**config.mk**
```make
export PLATFORM = sky130hd
export DESIGN_NAME = rwmf_calc
export DESIGN_NICKNAME = d
export VERILOG_FILES = /design/src/rtl/rwmf_pkg.sv /design/src/rtl/rwmf_ram.sv /design/src/rtl/rwmf_calc.sv
export VERILOG_INCLUDE_DIRS = /design/src /design/src/rtl
export SDC_FILE = /design/constraint.sdc
export NUM_CORES = 2
export LEC_CHECK = 0
export ABC_CLOCK_PERIOD_IN_PS = 6500
export BUFFER_PORTS_ARGS = -buffer_cell sky130_fd_sc_hd__buf_4
export CAP_MARGIN = 5
export CORE_UTILIZATION = 50
export CTS_CLUSTER_SIZE = 16
export DETAILED_ROUTE_END_ITERATION = 7
export GPL_TIMING_DRIVEN = 0
export PLACE_DENSITY = 0.65
export RECOVER_POWER = 50
export REMOVE_ABC_BUFFERS = 1
export SLEW_MARGIN = 30
export SYNTH_ARGS = -nofsm -noshare
export SYNTH_HDL_FRONTEND = slang
export SYNTH_SLANG_ARGS = --single-unit
```
**constraint.sdc**
```tcl
create_clock -name clk_i -period 6.5 [get_ports clk_i]
set_clock_uncertainty 0.15 [all_clocks]
set_input_delay 0 -clock clk_i [delete_from_list [all_inputs] [get_ports clk_i]]
set_output_delay 0 -clock clk_i [all_outputs]
set_load 0.01 [all_outputs]
```
**src/rtl/rgb_window_mean_median_filter_unit_defines.svh**
```systemverilog
// Assertion macros shared by the filter RTL.
`ifndef RGB_WINDOW_MEAN_MEDIAN_FILTER_UNIT_DEFINES_SVH
`define RGB_WINDOW_MEAN_MEDIAN_FILTER_UNIT_DEFINES_SVH

// Same-cycle implication, sampled on clk_i, off during reset.
`define RWMF_ASSERT_NOW(lbl, ante, cons, msg) \
  lbl: assert property (@(posedge clk_i) disable iff (!rst_ni) (ante) |-> (cons)) \
    else $error(msg);

// Next-cycle implication, sampled on clk_i, off during reset.
`define RWMF_ASSERT_NEXT(lbl, ante, cons, msg) \
  lbl: assert property (@(posedge clk_i) disable iff (!rst_ni) (ante) |=> (cons)) \
    else $error(msg);

`endif

```
**src/rtl/rwmf_pkg.sv**
```systemverilog
// Shared constants and control structs of the RGB window filter.
package rwmf_pkg;

  localparam int unsigned MAX_WIDTH  = 1024;
  localparam int unsigned MAX_HEIGHT = 1024;
  localparam int unsigned RING_ROWS  = 8;
  localparam int unsigned MAX_CELLS  = 49;
  localparam int unsigned COL_W      = 10;
  localparam int unsigned ROW_W      = 10;
  localparam int unsigned RING_W     = 3;
  localparam int unsigned ADDR_W     = RING_W + COL_W;
  localparam int unsigned PIX_W      = 24;
  localparam int unsigned CNT_W      = 6;

  // Config register indexes
  localparam logic [2:0] REG_WIDTH  = 3'd0;
  localparam logic [2:0] REG_HEIGHT = 3'd1;
  localparam logic [2:0] REG_WINDOW = 3'd2;
  localparam logic [2:0] REG_MODE   = 3'd3;

  typedef struct packed {
    logic clr;
    logic cap;
    logic go;
    logic mean;
  } ctl_t;

  typedef struct packed {
    logic       done;
    logic [7:0] red;
    logic [7:0] green;
    logic [7:0] blue;
  } stat_t;

endpackage

```
**src/rtl/rwmf_ram.sv**
```systemverilog
// Generic single-write, single-read RAM with registered read data.
module rwmf_ram #(
  parameter int unsigned WIDTH = 24,
  parameter int unsigned DEPTH = 8192
) (
  input  logic                     clk_i,
  input  logic                     we_i,
  input  logic [$clog2(DEPTH)-1:0] waddr_i,
  input  logic [WIDTH-1:0]         wdata_i,
  input  logic [$clog2(DEPTH)-1:0] raddr_i,
  output logic [WIDTH-1:0]         rdata_o
);

  logic [WIDTH-1:0] mem_q [DEPTH];

  always_ff @(posedge clk_i) begin
    if (we_i) begin
      mem_q[waddr_i] <= wdata_i;
    end
    rdata_o <= mem_q[raddr_i];
  end

endmodule

```
**src/rtl/rwmf_calc.sv**
```systemverilog
// Window cell store with shared radix-select median and restoring divider lanes.
module rwmf_calc (
  input  logic                 clk_i,
  input  logic                 rst_ni,
  input  rwmf_pkg::ctl_t       ctl_i,
  input  logic [23:0]          cap_data_i,
  output rwmf_pkg::stat_t      stat_o
);

  localparam logic [1:0] PH_IDLE = 2'd0;
  localparam logic [1:0] PH_SEL  = 2'd1;
  localparam logic [1:0] PH_DIV  = 2'd2;
  localparam logic [1:0] PH_DONE = 2'd3;

  logic [5:0]  cnt_q;
  logic [13:0] sum_q [3];
  logic [1:0]  ph_q;
  logic        mean_q;
  logic [2:0]  bit_q;
  logic [5:0]  idx_q;
  logic [3:0]  iter_q;
  logic [7:0]  pa_q [3];
  logic [7:0]  pb_q [3];
  logic [5:0]  ka_q [3];
  logic [5:0]  kb_q [3];
  logic [5:0]  ca_q [3];
  logic [5:0]  cb_q [3];
  logic [6:0]  rem_q [3];
  logic [13:0] num_q [3];

  logic [23:0] cur;
  logic [5:0]  rd_idx;
  logic        cell_we;
  logic [7:0]  v [3];
  logic        ma [3];
  logic        mb [3];
  logic [5:0]  na [3];
  logic [5:0]  nb [3];
  logic [6:0]  sh [3];
  logic        ge [3];
  logic [8:0]  med [3];
  logic [7:0]  res [3];
  logic        last;
  logic [3:0]  shamt;

  assign cell_we = ctl_i.cap && !ctl_i.clr;

  // cell store; read address runs one step ahead so cur matches idx_q
  rwmf_ram #(
    .WIDTH (rwmf_pkg::PIX_W),
    .DEPTH (rwmf_pkg::MAX_CELLS)
  ) u_cells (
    .clk_i   (clk_i),
    .we_i    (cell_we),
    .waddr_i (cnt_q),
    .wdata_i (cap_data_i),
    .raddr_i (rd_idx),
    .rdata_o (cur)
  );

  always_comb begin
    last  = (idx_q == cnt_q - 6'd1);
    shamt = {1'b0, bit_q} + 4'd1;
    rd_idx = idx_q;
    if (!ctl_i.clr && !ctl_i.cap) begin
      if (ctl_i.go) begin
        rd_idx = '0;
      end else if (ph_q == PH_SEL) begin
        rd_idx = last ? 6'd0 : idx_q + 6'd1;
      end
    end
    for (int ch = 0; ch < 3; ch++) begin
      v[ch]   = cur[ch*8 +: 8];
      // candidate keeps the prefix above the current bit and has a zero there
      ma[ch]  = (((v[ch] ^ pa_q[ch]) >> shamt) == 8'd0) && !v[ch][bit_q];
      mb[ch]  = (((v[ch] ^ pb_q[ch]) >> shamt) == 8'd0) && !v[ch][bit_q];
      na[ch]  = ca_q[ch] + {5'd0, ma[ch]};
      nb[ch]  = cb_q[ch] + {5'd0, mb[ch]};
      sh[ch]  = {rem_q[ch][5:0], num_q[ch][13]};
      ge[ch]  = (sh[ch] >= {1'b0, cnt_q});
      med[ch] = {1'b0, pa_q[ch]} + {1'b0, pb_q[ch]};
      res[ch] = mean_q ? num_q[ch][7:0] : med[ch][8:1];
    end
  end

  always_ff @(posedge clk_i or negedge rst_ni) begin
    if (!rst_ni) begin
      ph_q  <= PH_IDLE;
      cnt_q <= '0;
    end else begin
      if (ctl_i.clr) begin
        ph_q  <= PH_IDLE;
        cnt_q <= '0;
        for (int ch = 0; ch < 3; ch++) sum_q[ch] <= '0;
      end else if (ctl_i.cap) begin
        cnt_q <= cnt_q + 6'd1;
        for (int ch = 0; ch < 3; ch++) begin
          sum_q[ch] <= sum_q[ch] + {6'd0, cap_data_i[ch*8 +: 8]};
        end
      end else if (ctl_i.go) begin
        mean_q <= ctl_i.mean;
        bit_q  <= 3'd7;
        idx_q  <= '0;
        iter_q <= '0;
        for (int ch = 0; ch < 3; ch++) begin
          pa_q[ch]  <= '0;
          pb_q[ch]  <= '0;
          ka_q[ch]  <= (cnt_q - 6'd1) >> 1;
          kb_q[ch]  <= cnt_q >> 1;
          ca_q[ch]  <= '0;
          cb_q[ch]  <= '0;
          rem_q[ch] <= '0;
          num_q[ch] <= sum_q[ch];
        end
        ph_q <= ctl_i.mean ? PH_DIV : PH_SEL;
      end else begin
        unique case (ph_q)
          PH_SEL: begin
            for (int ch = 0; ch < 3; ch++) begin
              if (last) begin
                ca_q[ch] <= '0;
                cb_q[ch] <= '0;
                if (ka_q[ch] >= na[ch]) begin
                  pa_q[ch][bit_q] <= 1'b1;
                  ka_q[ch]        <= ka_q[ch] - na[ch];
                end
                if (kb_q[ch] >= nb[ch]) begin
                  pb_q[ch][bit_q] <= 1'b1;
                  kb_q[ch]        <= kb_q[ch] - nb[ch];
                end
              end else begin
                ca_q[ch] <= na[ch];
                cb_q[ch] <= nb[ch];
              end
            end
            if (last) begin
              idx_q <= '0;
              if (bit_q == 3'd0) begin
                ph_q <= PH_DONE;
              end else begin
                bit_q <= bit_q - 3'd1;
              end
            end else begin
              idx_q <= idx_q + 6'd1;
            end
          end
          PH_DIV: begin
            for (int ch = 0; ch < 3; ch++) begin
              rem_q[ch] <= ge[ch] ? (sh[ch] - {1'b0, cnt_q}) : sh[ch];
              num_q[ch] <= {num_q[ch][12:0], ge[ch]};
            end
            iter_q <= iter_q + 4'd1;
            if (iter_q == 4'd13) begin
              ph_q <= PH_DONE;
            end
          end
          default: begin
          end
        endcase
      end
    end
  end

  assign stat_o.done  = (ph_q == PH_DONE);
  assign stat_o.red   = res[0];
  assign stat_o.green = res[1];
  assign stat_o.blue  = res[2];

`include "rgb_window_mean_median_filter_unit_defines.svh"

  `RWMF_ASSERT_NOW(a_cnt_bound, 1'b1, cnt_q <= 6'd49, "cell count above window size")
  `RWMF_ASSERT_NEXT(a_go_leaves_idle, ctl_i.go && !ctl_i.clr && !ctl_i.cap,
    ph_q == PH_SEL || ph_q == PH_DIV, "start did not launch a pass")
  `RWMF_ASSERT_NOW(a_sel_index, ph_q == PH_SEL, idx_q < cnt_q, "select index past count")

endmodule

```
==> impl_metrics.env <==
export IMPL_fin_util=0.584
export IMPL_port_buffers=54
export IMPL_synth_edf_count=1412
export IMPL_die_y_um=357
export IMPL_grt_remaining_overflow=0
export IMPL_grt_pass1_wl_um=252000
export IMPL_min_path_type="in -> reg"
export IMPL_power_density_nw_per_um2=276
export IMPL_worstSkewPairLatency_ps=790
export IMPL_register_area_um2=43100
export IMPL_final_hold_violation_count=0
export IMPL_ys_seq_elements=1444
export IMPL_setup_violations_final=0
export IMPL_start_util=0.506
export IMPL_drive_gt1_frac=0.110
export IMPL_std_cell_rows=129
export IMPL_ir_drop_uv=294
export IMPL_clock_path_buffers=3
export IMPL_grt_use_met1=0.362
export IMPL_async_reset_ff_frac=0.00554
export IMPL_io_pin_count=55
export IMPL_grt_pass1_vias=39300
export IMPL_nNetsFinal=5100
export IMPL_postRouteAntennaNets=0
export IMPL_multi_input_area_um2=18700
export IMPL_cp_start_kind="flop"
export IMPL_via_count=40900
export IMPL_grt_max_degree=56
export IMPL_drt_total_wl_um=171000
export IMPL_cp_slowest_cell="a2111oi_0"
export IMPL_area_growth_pct=15.4
export IMPL_p_leak_nw=25.2
export IMPL_clk_pin_slew_ps=60
export IMPL_critical_path_arrival_ps=6820
export IMPL_die_w_um=357
export IMPL_cp_end_kind="flop"
export IMPL_whs_ps=145
export IMPL_synth_area_per_cell_um2=13.1
export IMPL_clkSinkCount=1444
export IMPL_grt_setup_unrepaired="false"
export IMPL_ys_types=70
export IMPL_path_delay_family="simple AND/OR/NAND/NOR gates"
export IMPL_grt_usage=0.268
export IMPL_critPathBufInv=2
export IMPL_violations="capacitance limit, slew limit"
export IMPL_tightest_slew_ps=3200
export IMPL_gr_max_usage_layer="met2"
export IMPL_core_um2=124000
export IMPL_drt_iter0_markers=4646
export IMPL_viasPerCell=6.10
export IMPL_yosysTopAreaCell="edfxtp_1"
export IMPL_yosysTopAreaCellShare=0.674
export IMPL_fin_crit_ps=6300
export IMPL_synth_area_leaders="edfxtp_1, nand2_1, nand3_1"
export IMPL_fillers=9633
export IMPL_drc=0
export IMPL_crit_fanout=44
export IMPL_max_cap_violations=26
export IMPL_yosys_warnings=0
export IMPL_gp_congestion=0.852
export IMPL_critical_path_cell_chain="clkinvlp_4 > ha_1 > xnor2_1 > nor3_2 > and3_1 > a211o_4 > nand2_4 > buf_16 > mux2_1 > a2111oi_0 > or4b_1 > a2111o_1"
export IMPL_htreeDepth=4
export IMPL_use_met3=0.0503
export IMPL_cp_required_ps=7020
export IMPL_firstDrtPassIters=6
export IMPL_ys_seq_area_frac=0.684
export IMPL_status="finished, violations left"
export IMPL_critical_path_class="reg -> reg"
export IMPL_max_freq_mhz=159
export IMPL_dieArea_um2=127000
export IMPL_grt_util_met2=0.424
export IMPL_syn_instance_count=4814
export IMPL_period_share=0.969
export IMPL_slew_headroom=-1.13
export IMPL_drv_slew=1314
export IMPL_ys_dominant_reg_cell="edfxtp_1"
export IMPL_antenna_found_initial=8
export IMPL_numCtsBuffers=152
export IMPL_cts_tree="yes"
export IMPL_hpwlAfterDp_um=108000
export IMPL_clockRootBuffer="clkbuf_16"
export IMPL_wire_per_inst_um=25.5
export IMPL_max_stage_delay_ps=890
export IMPL_synthesis_area_um2=62900
export IMPL_total_power_mw=20.1
==> worst register-to-register path: stages, from the launching register on <==
cell,delay (ps)
dfrtp_2,640
clkinvlp_4,330
ha_1,470
xnor2_1,180
nor3_2,270
and3_1,500
a211o_4,430
nand2_4,420
buf_16,350
mux2_1,370
a2111oi_0,890
or4b_1,740
a2111o_1,450
==> what timing repair did <==
item / 4_1_cts / 5_1_grt
hold buffers: 33 / 0
hold endpoints to repair: 1297 / 0
gates resized for setup: 15 / 5
pin swaps: 1 / 0
buffers inserted: 1 / 6
gates cloned: 1 / 0
endpoints found under the setup margin: 164 / 119
==> placed cells by master, fill, tap and decap left out, types with 75 or more instances in the layout <==
master | synthesis | routed
edfxtp_1 | 1412 | 1412
nor2_1 | 229 | 181
a21oi_1 | 199 | 198
nand3_1 | 455 | 451
inv_1 | 149 | 148
nand2_1 | 699 | 695
ha_1 | 117 | 117
mux2i_1 | 164 | 164
clkbuf_16 | 0 | 155
clkbuf_1 | 220 | 85
o21ai_0 | 131 | 127
a211oi_1 | 115 | 114
buf_4 | 4 | 75
xnor2_1 | 86 | 86
==> stage by stage <==
stage / instance area, um2 / instances / setup slack [ps] / setup TNS [ps]
5_1_grt: 72600 / 6698 / 35.1 / 0
3_5_place_dp: 67800 / 6380 / -624 / -50880
2_1_floorplan: 61700 / 4517 / -25240 / -616520
6_report: 72600 / 6699 / 199 / 0
3_3_place_gp: 64200 / 6208 / -60980 / -1699770
4_1_cts: 72900 / 6692 / 31.6 / 0
==> kinds of logic (layout without fill, tap and decap cells) <==
logic type,after synthesis,after routing,synth area share
AOI/OAI and AO/OA,764,764,0.0799
xor gates and xnor gates,153,153,0.0217
adders and majority gates,142,142,0.0296
buffers and inverters,449,695,0.0283
DFF,1444,1444,0.684
muxes,232,232,0.0384
other,0,1,0
and+or+nand+nor,1630,1631,0.118
==> Yosys cell counts (8+ instances only) <==
cell and count:
a21boi_0 9, or4b_1 23, mux2i_1 164, fa_1 15
nand3_1 455, buf_2 47, dfrtp_1 8, edfxtp_1 1412
nand2_1 699, nor2b_1 24, a2111o_1 23, and2_1 16
dfxtp_1 24, ha_1 117, nor2_1 229, a21oi_1 199
nand4_1 12, a21o_1 33, a211oi_1 115, clkbuf_1 220
buf_1 23, o22ai_1 46, mux2_2 65, inv_1 149
maj3_1 10, and3_1 48, nor4_1 55, or3_1 15
xor2_1 65, o21ai_0 131, a2111oi_0 78, nor3_1 25
a31oi_1 58, o21a_1 27, nand2b_1 15, xnor2_1 86
==> report_power, final <==
| part | internal, mW | switching (mW) |
|---|---|---|
| Clock | 4.54 | 3.62 |
| Sequential | 10.3 | 0.0736 |
| Combinational | 0.498 | 0.997 |
| Total | 15.4 | 4.70 |
==> worst paths after layout <==
check | depth (start not counted) | slack (ps) | end | start
max reg2reg | 12 | 200 | u_cells.rdata_o[20] | cnt_q[1]
max | 12 | 200 | u_cells.rdata_o[20] | cnt_q[1]
min reg2reg | 1 | 390 | num_q[0][10] | num_q[0][9]
min | 3 | 140 | idx_q[0] | ctl_i[1]
max in group asynchronous | 3 | 5230 | cnt_q[1] | rst_ni
min in group asynchronous | 3 | 580 | cnt_q[0] | rst_ni
==> flip-flops by register name (all words and copies together) (netlist names), 24 cells and up <==
| signal | cells |
|---|---|
| u_cells.mem_q | 1176 |
| num_q | 42 |
| sum_q | 42 |
| pb_q | 24 |
| u_cells.rdata_o | 24 |
| pa_q | 24 |
==> routing by layer <==
metal	vias to the layer above	wire [um]
met5	-	66
met4	8	7870
met3	352	14000
met2	1742	79600
met1	20500	69200
li1	18300	-
==> area by class of cell <==
| class | count | share of cell area |
|---|---|---|
| repair buffers | 266 | 0.0496 |
| flip-flops and latches | 1444 | 0.593 |
| well taps | 1637 | 0.0282 |
| diodes | 1 | 0.0000345 |
| clock buffers | 202 | 0.0565 |
| inverters | 152 | 0.00798 |
| clock inverters | 75 | 0.00743 |
| multi-input cells | 2922 | 0.257 |
No activity file was read; power rests on OpenSTA's default activity.
